==> src/sv/lgrs_pkg.sv <==
// Shared types, constants and the board mask for the Life row stream.
`timescale 1ns / 1ps

package lgrs_pkg;

  localparam int ROW_W       = 40;
  localparam int BOARD_WIDTH = 40;
  localparam int FIFO_DEPTH  = 4;
  localparam int PTR_W       = $clog2(FIFO_DEPTH);
  localparam int CNT_W       = $clog2(FIFO_DEPTH + 1);

  typedef logic [ROW_W-1:0] row_t;

  typedef struct packed {
    row_t row_bits;
    logic final_row;
  } in_item_t;

  typedef struct packed {
    row_t next_row_bits;
    logic board_done;
  } out_item_t;

  localparam logic [1:0] PUSH_NONE = 2'd0;
  localparam logic [1:0] PUSH_ONE  = 2'd1;
  localparam logic [1:0] PUSH_TWO  = 2'd2;

  typedef struct packed {
    logic [1:0] count;
    out_item_t  first;
    out_item_t  second;
  } push_t;

  function automatic row_t board_mask_f();
    row_t m;
    m = '0;
    for (int c = 0; c < ROW_W; c++) begin
      m[c] = (c < BOARD_WIDTH);
    end
    return m;
  endfunction

  localparam row_t BOARD_MASK = board_mask_f();

endpackage

==> src/sv/lgrs_rule.sv <==
// Next-generation rule B3/S23 for one row from its row above and row below.
`timescale 1ns / 1ps

module lgrs_rule (
  input  lgrs_pkg::row_t above,
  input  lgrs_pkg::row_t mid,
  input  lgrs_pkg::row_t below,
  output lgrs_pkg::row_t next_row
);

  logic [lgrs_pkg::ROW_W+1:0] above_x;
  logic [lgrs_pkg::ROW_W+1:0] mid_x;
  logic [lgrs_pkg::ROW_W+1:0] below_x;
  lgrs_pkg::row_t             gen_row;

  assign above_x = {1'b0, above & lgrs_pkg::BOARD_MASK, 1'b0};
  assign mid_x   = {1'b0, mid & lgrs_pkg::BOARD_MASK, 1'b0};
  assign below_x = {1'b0, below & lgrs_pkg::BOARD_MASK, 1'b0};

  always_comb begin
    logic [3:0] n;
    gen_row = '0;
    for (int c = 0; c < lgrs_pkg::ROW_W; c++) begin
      n = 4'(above_x[c]) + 4'(above_x[c+1]) + 4'(above_x[c+2])
        + 4'(mid_x[c])   + 4'(mid_x[c+2])
        + 4'(below_x[c]) + 4'(below_x[c+1]) + 4'(below_x[c+2]);
      gen_row[c] = (n == 4'd3) || ((n == 4'd2) && mid_x[c+1]);
    end
  end

  assign next_row = gen_row & lgrs_pkg::BOARD_MASK;

endmodule

==> src/sv/lgrs_window.sv <==
// Row window state and the results that each accepted row produces.
`timescale 1ns / 1ps

module lgrs_window (
  input  logic               clk,
  input  logic               rst_n,
  input  logic               accept,
  input  lgrs_pkg::in_item_t in_item,
  output lgrs_pkg::push_t    push
);

  lgrs_pkg::row_t row_two_back_r, row_two_back_nxt;
  lgrs_pkg::row_t row_one_back_r, row_one_back_nxt;
  logic           have_prior_row_r, have_prior_row_nxt;

  lgrs_pkg::row_t row_in;
  lgrs_pkg::row_t gen_a_above, gen_a_mid, gen_a_below, gen_a_row;
  lgrs_pkg::row_t gen_b_row;

  assign row_in = in_item.row_bits & lgrs_pkg::BOARD_MASK;

  assign gen_a_above = have_prior_row_r ? row_two_back_r : '0;
  assign gen_a_mid   = have_prior_row_r ? row_one_back_r : row_in;
  assign gen_a_below = have_prior_row_r ? row_in : '0;

  lgrs_rule u_rule_a (
    .above    (gen_a_above),
    .mid      (gen_a_mid),
    .below    (gen_a_below),
    .next_row (gen_a_row)
  );

  lgrs_rule u_rule_b (
    .above    (row_one_back_r),
    .mid      (row_in),
    .below    ('0),
    .next_row (gen_b_row)
  );

  always_comb begin
    push.first.next_row_bits  = gen_a_row;
    push.first.board_done     = !have_prior_row_r;
    push.second.next_row_bits = gen_b_row;
    push.second.board_done    = 1'b1;
    push.count                = lgrs_pkg::PUSH_NONE;
    row_two_back_nxt          = row_two_back_r;
    row_one_back_nxt          = row_one_back_r;
    have_prior_row_nxt        = have_prior_row_r;
    if (accept) begin
      if (in_item.final_row) begin
        push.count         = have_prior_row_r ? lgrs_pkg::PUSH_TWO : lgrs_pkg::PUSH_ONE;
        row_two_back_nxt   = '0;
        row_one_back_nxt   = '0;
        have_prior_row_nxt = 1'b0;
      end else begin
        push.count         = have_prior_row_r ? lgrs_pkg::PUSH_ONE : lgrs_pkg::PUSH_NONE;
        row_two_back_nxt   = have_prior_row_r ? row_one_back_r : '0;
        row_one_back_nxt   = row_in;
        have_prior_row_nxt = 1'b1;
      end
    end
  end

  always_ff @(posedge clk) begin
    if (!rst_n) begin
      row_two_back_r   <= '0;
      row_one_back_r   <= '0;
      have_prior_row_r <= 1'b0;
    end else begin
      row_two_back_r   <= row_two_back_nxt;
      row_one_back_r   <= row_one_back_nxt;
      have_prior_row_r <= have_prior_row_nxt;
    end
  end

  // A bottom row always leaves the window empty for the next board.
  a_final_clears : assert property (@(posedge clk) disable iff (!rst_n)
    accept && in_item.final_row |=> !have_prior_row_r && row_one_back_r == '0)
    else $error("window not cleared after bottom row");

  // Two results come only from a bottom row that follows a pending row.
  a_two_needs_prior : assert property (@(posedge clk) disable iff (!rst_n)
    push.count == lgrs_pkg::PUSH_TWO |-> accept && in_item.final_row && have_prior_row_r)
    else $error("double result without pending row");

endmodule

==> src/sv/lgrs_out_fifo.sv <==
// Small result queue that takes up to two results per cycle and releases one.
`timescale 1ns / 1ps

module lgrs_out_fifo (
  input  logic                clk,
  input  logic                rst_n,
  input  lgrs_pkg::push_t     push,
  input  logic                pop,
  output logic                has_room,
  output logic                not_empty,
  output lgrs_pkg::out_item_t head
);

  lgrs_pkg::out_item_t mem_r [lgrs_pkg::FIFO_DEPTH];

  logic [lgrs_pkg::PTR_W-1:0] wr_ptr_r, wr_ptr_nxt;
  logic [lgrs_pkg::PTR_W-1:0] rd_ptr_r, rd_ptr_nxt;
  logic [lgrs_pkg::CNT_W-1:0] count_r, count_nxt;
  logic [lgrs_pkg::PTR_W-1:0] wr_ptr_plus1;

  assign wr_ptr_plus1 = wr_ptr_r + lgrs_pkg::PTR_W'(1);
  assign has_room     = count_r <= lgrs_pkg::CNT_W'(lgrs_pkg::FIFO_DEPTH - 2);
  assign not_empty    = count_r != '0;
  assign head         = mem_r[rd_ptr_r];

  always_comb begin
    wr_ptr_nxt = wr_ptr_r + lgrs_pkg::PTR_W'(push.count);
    rd_ptr_nxt = rd_ptr_r + lgrs_pkg::PTR_W'(pop);
    count_nxt  = count_r + lgrs_pkg::CNT_W'(push.count) - lgrs_pkg::CNT_W'(pop);
  end

  always_ff @(posedge clk) begin
    if (push.count != lgrs_pkg::PUSH_NONE) begin
      mem_r[wr_ptr_r] <= push.first;
    end
    if (push.count == lgrs_pkg::PUSH_TWO) begin
      mem_r[wr_ptr_plus1] <= push.second;
    end
  end

  always_ff @(posedge clk) begin
    if (!rst_n) begin
      wr_ptr_r <= '0;
      rd_ptr_r <= '0;
      count_r  <= '0;
    end else begin
      wr_ptr_r <= wr_ptr_nxt;
      rd_ptr_r <= rd_ptr_nxt;
      count_r  <= count_nxt;
    end
  end

  // The fill level never passes the queue depth.
  a_no_overflow : assert property (@(posedge clk) disable iff (!rst_n)
    count_r <= lgrs_pkg::CNT_W'(lgrs_pkg::FIFO_DEPTH))
    else $error("result queue overflow");

  // The fill level and the pointers stay consistent.
  a_ptr_match : assert property (@(posedge clk) disable iff (!rst_n)
    lgrs_pkg::PTR_W'(rd_ptr_r + lgrs_pkg::PTR_W'(count_r)) == wr_ptr_r)
    else $error("result queue pointers disagree with count");

endmodule

==> src/sv/life_generation_row_stream.sv <==
// Top level of the Life B3/S23 row stream: one board row in, next-state rows out.
// A result enters the result queue as the row that completes it transfers, and is offered at the queue head.
// Throughput: one row per cycle while in_ready is high; a bottom row that follows a pending
// row yields two results, which enter a four-entry result queue together and leave it singly.
// Input ready depends only on the queue fill level (at most two entries in use).
// Reset (synchronous, rst_n low) empties the row window and the result queue.
`timescale 1ns / 1ps

module life_generation_row_stream (
  input  logic                clk,
  input  logic                rst_n,
  input  logic                in_valid,
  output logic                in_ready,
  input  lgrs_pkg::in_item_t  in_data,
  output logic                out_valid,
  input  logic                out_ready,
  output lgrs_pkg::out_item_t out_data
);

  logic            accept;
  logic            pop;
  lgrs_pkg::push_t push;

  assign accept = in_valid && in_ready;
  assign pop    = out_valid && out_ready;

  lgrs_window u_window (
    .clk     (clk),
    .rst_n   (rst_n),
    .accept  (accept),
    .in_item (in_data),
    .push    (push)
  );

  lgrs_out_fifo u_out_fifo (
    .clk       (clk),
    .rst_n     (rst_n),
    .push      (push),
    .pop       (pop),
    .has_room  (in_ready),
    .not_empty (out_valid),
    .head      (out_data)
  );

endmodule
==> config.mk <==
export PLATFORM = sky130hd
export DESIGN_NAME = life_generation_row_stream
export DESIGN_NICKNAME = d
export VERILOG_FILES = /design/src/sv/lgrs_pkg.sv /design/src/sv/lgrs_rule.sv /design/src/sv/lgrs_window.sv /design/src/sv/lgrs_out_fifo.sv /design/src/sv/life_generation_row_stream.sv
export SDC_FILE = /design/constraint.sdc
export NUM_CORES = 1
export LEC_CHECK = 0
export BUFFER_PORTS_ARGS = -buffer_cell sky130_fd_sc_hd__buf_4
export CAP_MARGIN = 20
export CORE_UTILIZATION = 36
export CTS_CLUSTER_SIZE = 20
export DETAILED_ROUTE_END_ITERATION = 10
export PLACE_DENSITY_LB_ADDON = 0.3
export RECOVER_POWER = 100
export SLEW_MARGIN = 20
export SYNTH_ARGS = -nofsm -noshare
export SYNTH_HDL_FRONTEND = slang
export SYNTH_HIERARCHICAL = 1
export SYNTH_SLANG_ARGS = --single-unit
==> constraint.sdc <==
create_clock -name clk -period 5.37 [get_ports clk]
set_input_delay 0.2685 -clock clk [delete_from_list [all_inputs] [get_ports clk]]
set_output_delay 0.2685 -clock clk [all_outputs]
set_load 0.02 [all_outputs]
==> flow_summary.toml <==
[floorplan]
fp-row-count = 99
ioPinCount = 88
core_area_um2 = 72800
die-area_um2 = 74700
initial_utilization = 0.364
die_w_um = 273
die_h_um = 273

[yosys]
synthArstFlopShare = 0
synth_edf_count = 164
syn_area_um2 = 26500
synth_warnings = 6
synth_top_area_share = 0.238
ys_top_cells_by_area = "fa_1 24%, edfxtp_1 19%, ha_1 12%"
synth_area_leader_cell = "fa_1"
synthCells = 2445
ys.flop_type = "edfxtp_1"
synth.yosys.seq_area_share = 0.252
synth_cell_types = 38
syn_area_per_cell_um2 = 10.8
ys_ff_latch = 252

[drt]
routed-via-count = 17100
drt-total-wl_mm = 59.6
avgRoutedWirePerCell_um = 16.7
dr.first_iter.drc_count = 703
via_per_inst = 4.78
ant_nets = 0
dr.pass1.iters = 7
drcViolationCount = 2

[hold_path]
holdPathStages = 3
hold_class = "input pin to flop"

[final_layout]
seq_area_um2 = 6690
area_growth_syn_to_layout_pct = 11.1
multi_input_area_um2 = 17300
fin_nets = 3189
layout_common_cells = "563 x inv_1, 315 x fa_1, 246 x ha_1, 164 x edfxtp_1, 149 x a21oi_1"
nFillCells = 6995
fin_cells = 3567
diodes = 0
layout_commonest_cell = "inv_1"
drive_gt1_frac = 0.130

[clocking]
numCtsBuffers = 31
clk_latency_ns = 0.59
htreeDepth = 1
clk_path_buf_depth = 3
tritoncts = "done"
cts.sinks = 252
root_buffer = "clkbuf_16"
ctsHoldBuffers = 39
path_clk_slew_ns = 0.06
postCtsResizedCells = 0
post_cts_buffers = 0

[setup_path]
r2r_cells = 6
worstPathCellList = "clkbuf_1 > ha_1 > and2_0 > and4bb_1 > clkbuf_2 > mux2_2"
startpoint_type = "flop"
critPathKind = "flop to flop"
cp_data_arrival_time_ns = 5.12
crit_required_ns = 5.69
max_stage_delay_ns = 1.25
worstPathMaxFanout = 31
end_kind = "flop"
critical_path_buf_inv_count = 2
slowest_stage = "and4bb_1"
crit_cells = 6
crit_family = "simple AND/OR/NAND/NOR gates"

[power_and_ir_drop]
p_total_mw = 9.21
ir_worst_vdd_mv = 0.292
cellPowerDensity_nw_per_um2 = 313
swShare = 0.394
seqPwrFrac = 0.281
p_int_mw = 5.58
power_frac_clock = 0.230
power.switching_mw = 3.63
p_leak_nw = 13.4
power.share.combinational = 0.489

[placement]
port_buffers = 87
dpl.hpwl_mm = 44.2
pre_cts_ws_ns = 0.943
place.gp.congestion = 0.824
dpl.cell_count = 3470

[timing]
fin_skew_ns = 0.0286
max_freq_ghz = 0.208
fin_ws_ns = 0.568
slew_headroom = -0.872
hold_slack_ns = 0.0686
min_period_ns = 4.80
setup_viol = 0
tns_ns = 0
post-route-period-util = 0.894
slew_violations = 81
finalHoldViolations = 0
worst-slew-pin-transition_ns = 2.80
rsz0062_at_grt = "false"

[grt]
antenna_found_initial = 1
grt_util_all_layers = 0.163
grt_pass1_wl_mm = 97.4
grt_overflow_total = 0
grt_max_degree = 89
grt_pass1_vias = 18400

[run_status]
status = "finished with violations"
violations = "DRC, capacitance limit, slew limit"

[job]
cap_violations = 3
[worst min-delay path, delay by kind of cell]
kind / cells / cell delay [ns]
and+or+nand+nor: 1 / 0.07
AOI/OAI and AO/OA: 1 / 0.09
buffers and inverters: 1 / 0.14
[cells in the mapped netlist, drive strengths merged (2+ instances only)]
library cell	n
o21bai	2
nor2	10
dfxtp	88
nand2b	80
a31oi	2
buf	47
clkbuf	37
a21oi	149
edfxtp	164
mux2	204
and2	89
fa	315
nand2	3
nand4b	41
and4bb	2
nand3	74
o21ai	75
a21boi	80
or2	74
nor3b	4
conb	2
ha	246
nor4b	3
nor2b	4
mux4	41
xnor3	2
inv	563
nand3b	40
[kinds of logic after synthesis]
kind of cell / count (synthesis) / synth area share
adder cells (fa/ha/maj): 561 / 0.354
multiplexers: 246 / 0.122
buffers and inverters: 647 / 0.0995
XOR/XNOR: 3 / 0.00203
flip-flops: 252 / 0.252
AO/OA/AOI/OAI: 309 / 0.0664
other: 2 / 0.000283
AND/OR/NAND/NOR: 425 / 0.103
[cell type report]
cell class	count	share of cell area
multi-input combinational	1590	0.588
sequential	252	0.227
inverter	563	0.0718
tap	959	0.0408
timing repair buffer	145	0.0370
clock buffer	33	0.0266
clock inverter	25	0.00799
[metal layers]
metal / global-route usage / part of all wire / up-vias
met5: 0 / 0 / -
met4: 0.0343 / 0.016 / 0
met3: 0.0158 / 0.031 / 57
met2: 0.285 / 0.50 / 223
met1: 0.219 / 0.46 / 8514
li1: - / - / 8266
[power groups by stage]
stage	Clock [mW]	Sequential [mW]	Combinational, mW
detailed placement	0	2.64	4.64
floorplan	0	2.52	3.40
CTS	2.19	2.60	4.71
global placement	0	2.63	4.42
finish	2.12	2.59	4.50
global route	2.25	2.62	5.13
[flip-flops by register name, summed over array words and instances, names as in the netlist]
signal	count
u_out_fifo/wr_ptr_r	2
u_window/row_one_back_r	40
u_out_fifo/rd_ptr_r	2
u_out_fifo/count_r	3
u_window/row_two_back_r	40
u_window/have_prior_row_r	1
u_out_fifo/mem_r	164
[path summary, 6_finish.rpt]
check,start,endpoint,slack (ns)
worst min register to register,u_window/row_two_back_r[8],u_window/row_two_back_r[8],0.48
worst max-delay path,u_window/have_prior_row_r,u_out_fifo/mem_r[2][33],0.57
worst max register to register,u_window/have_prior_row_r,u_out_fifo/mem_r[2][33],0.57
worst min-delay path,in_data[38],u_window/row_one_back_r[37],0.07
[through the flow]
stage | utilization | area (um2)
global route | 0.404 | 29400
floorplan | - | 26700
detailed placement | 0.388 | 28300
global placement | 0.388 | 28300
finish | 0.404 | 29400
CTS | 0.408 | 29700
Note: power is estimated with default switching activity, not from simulation.
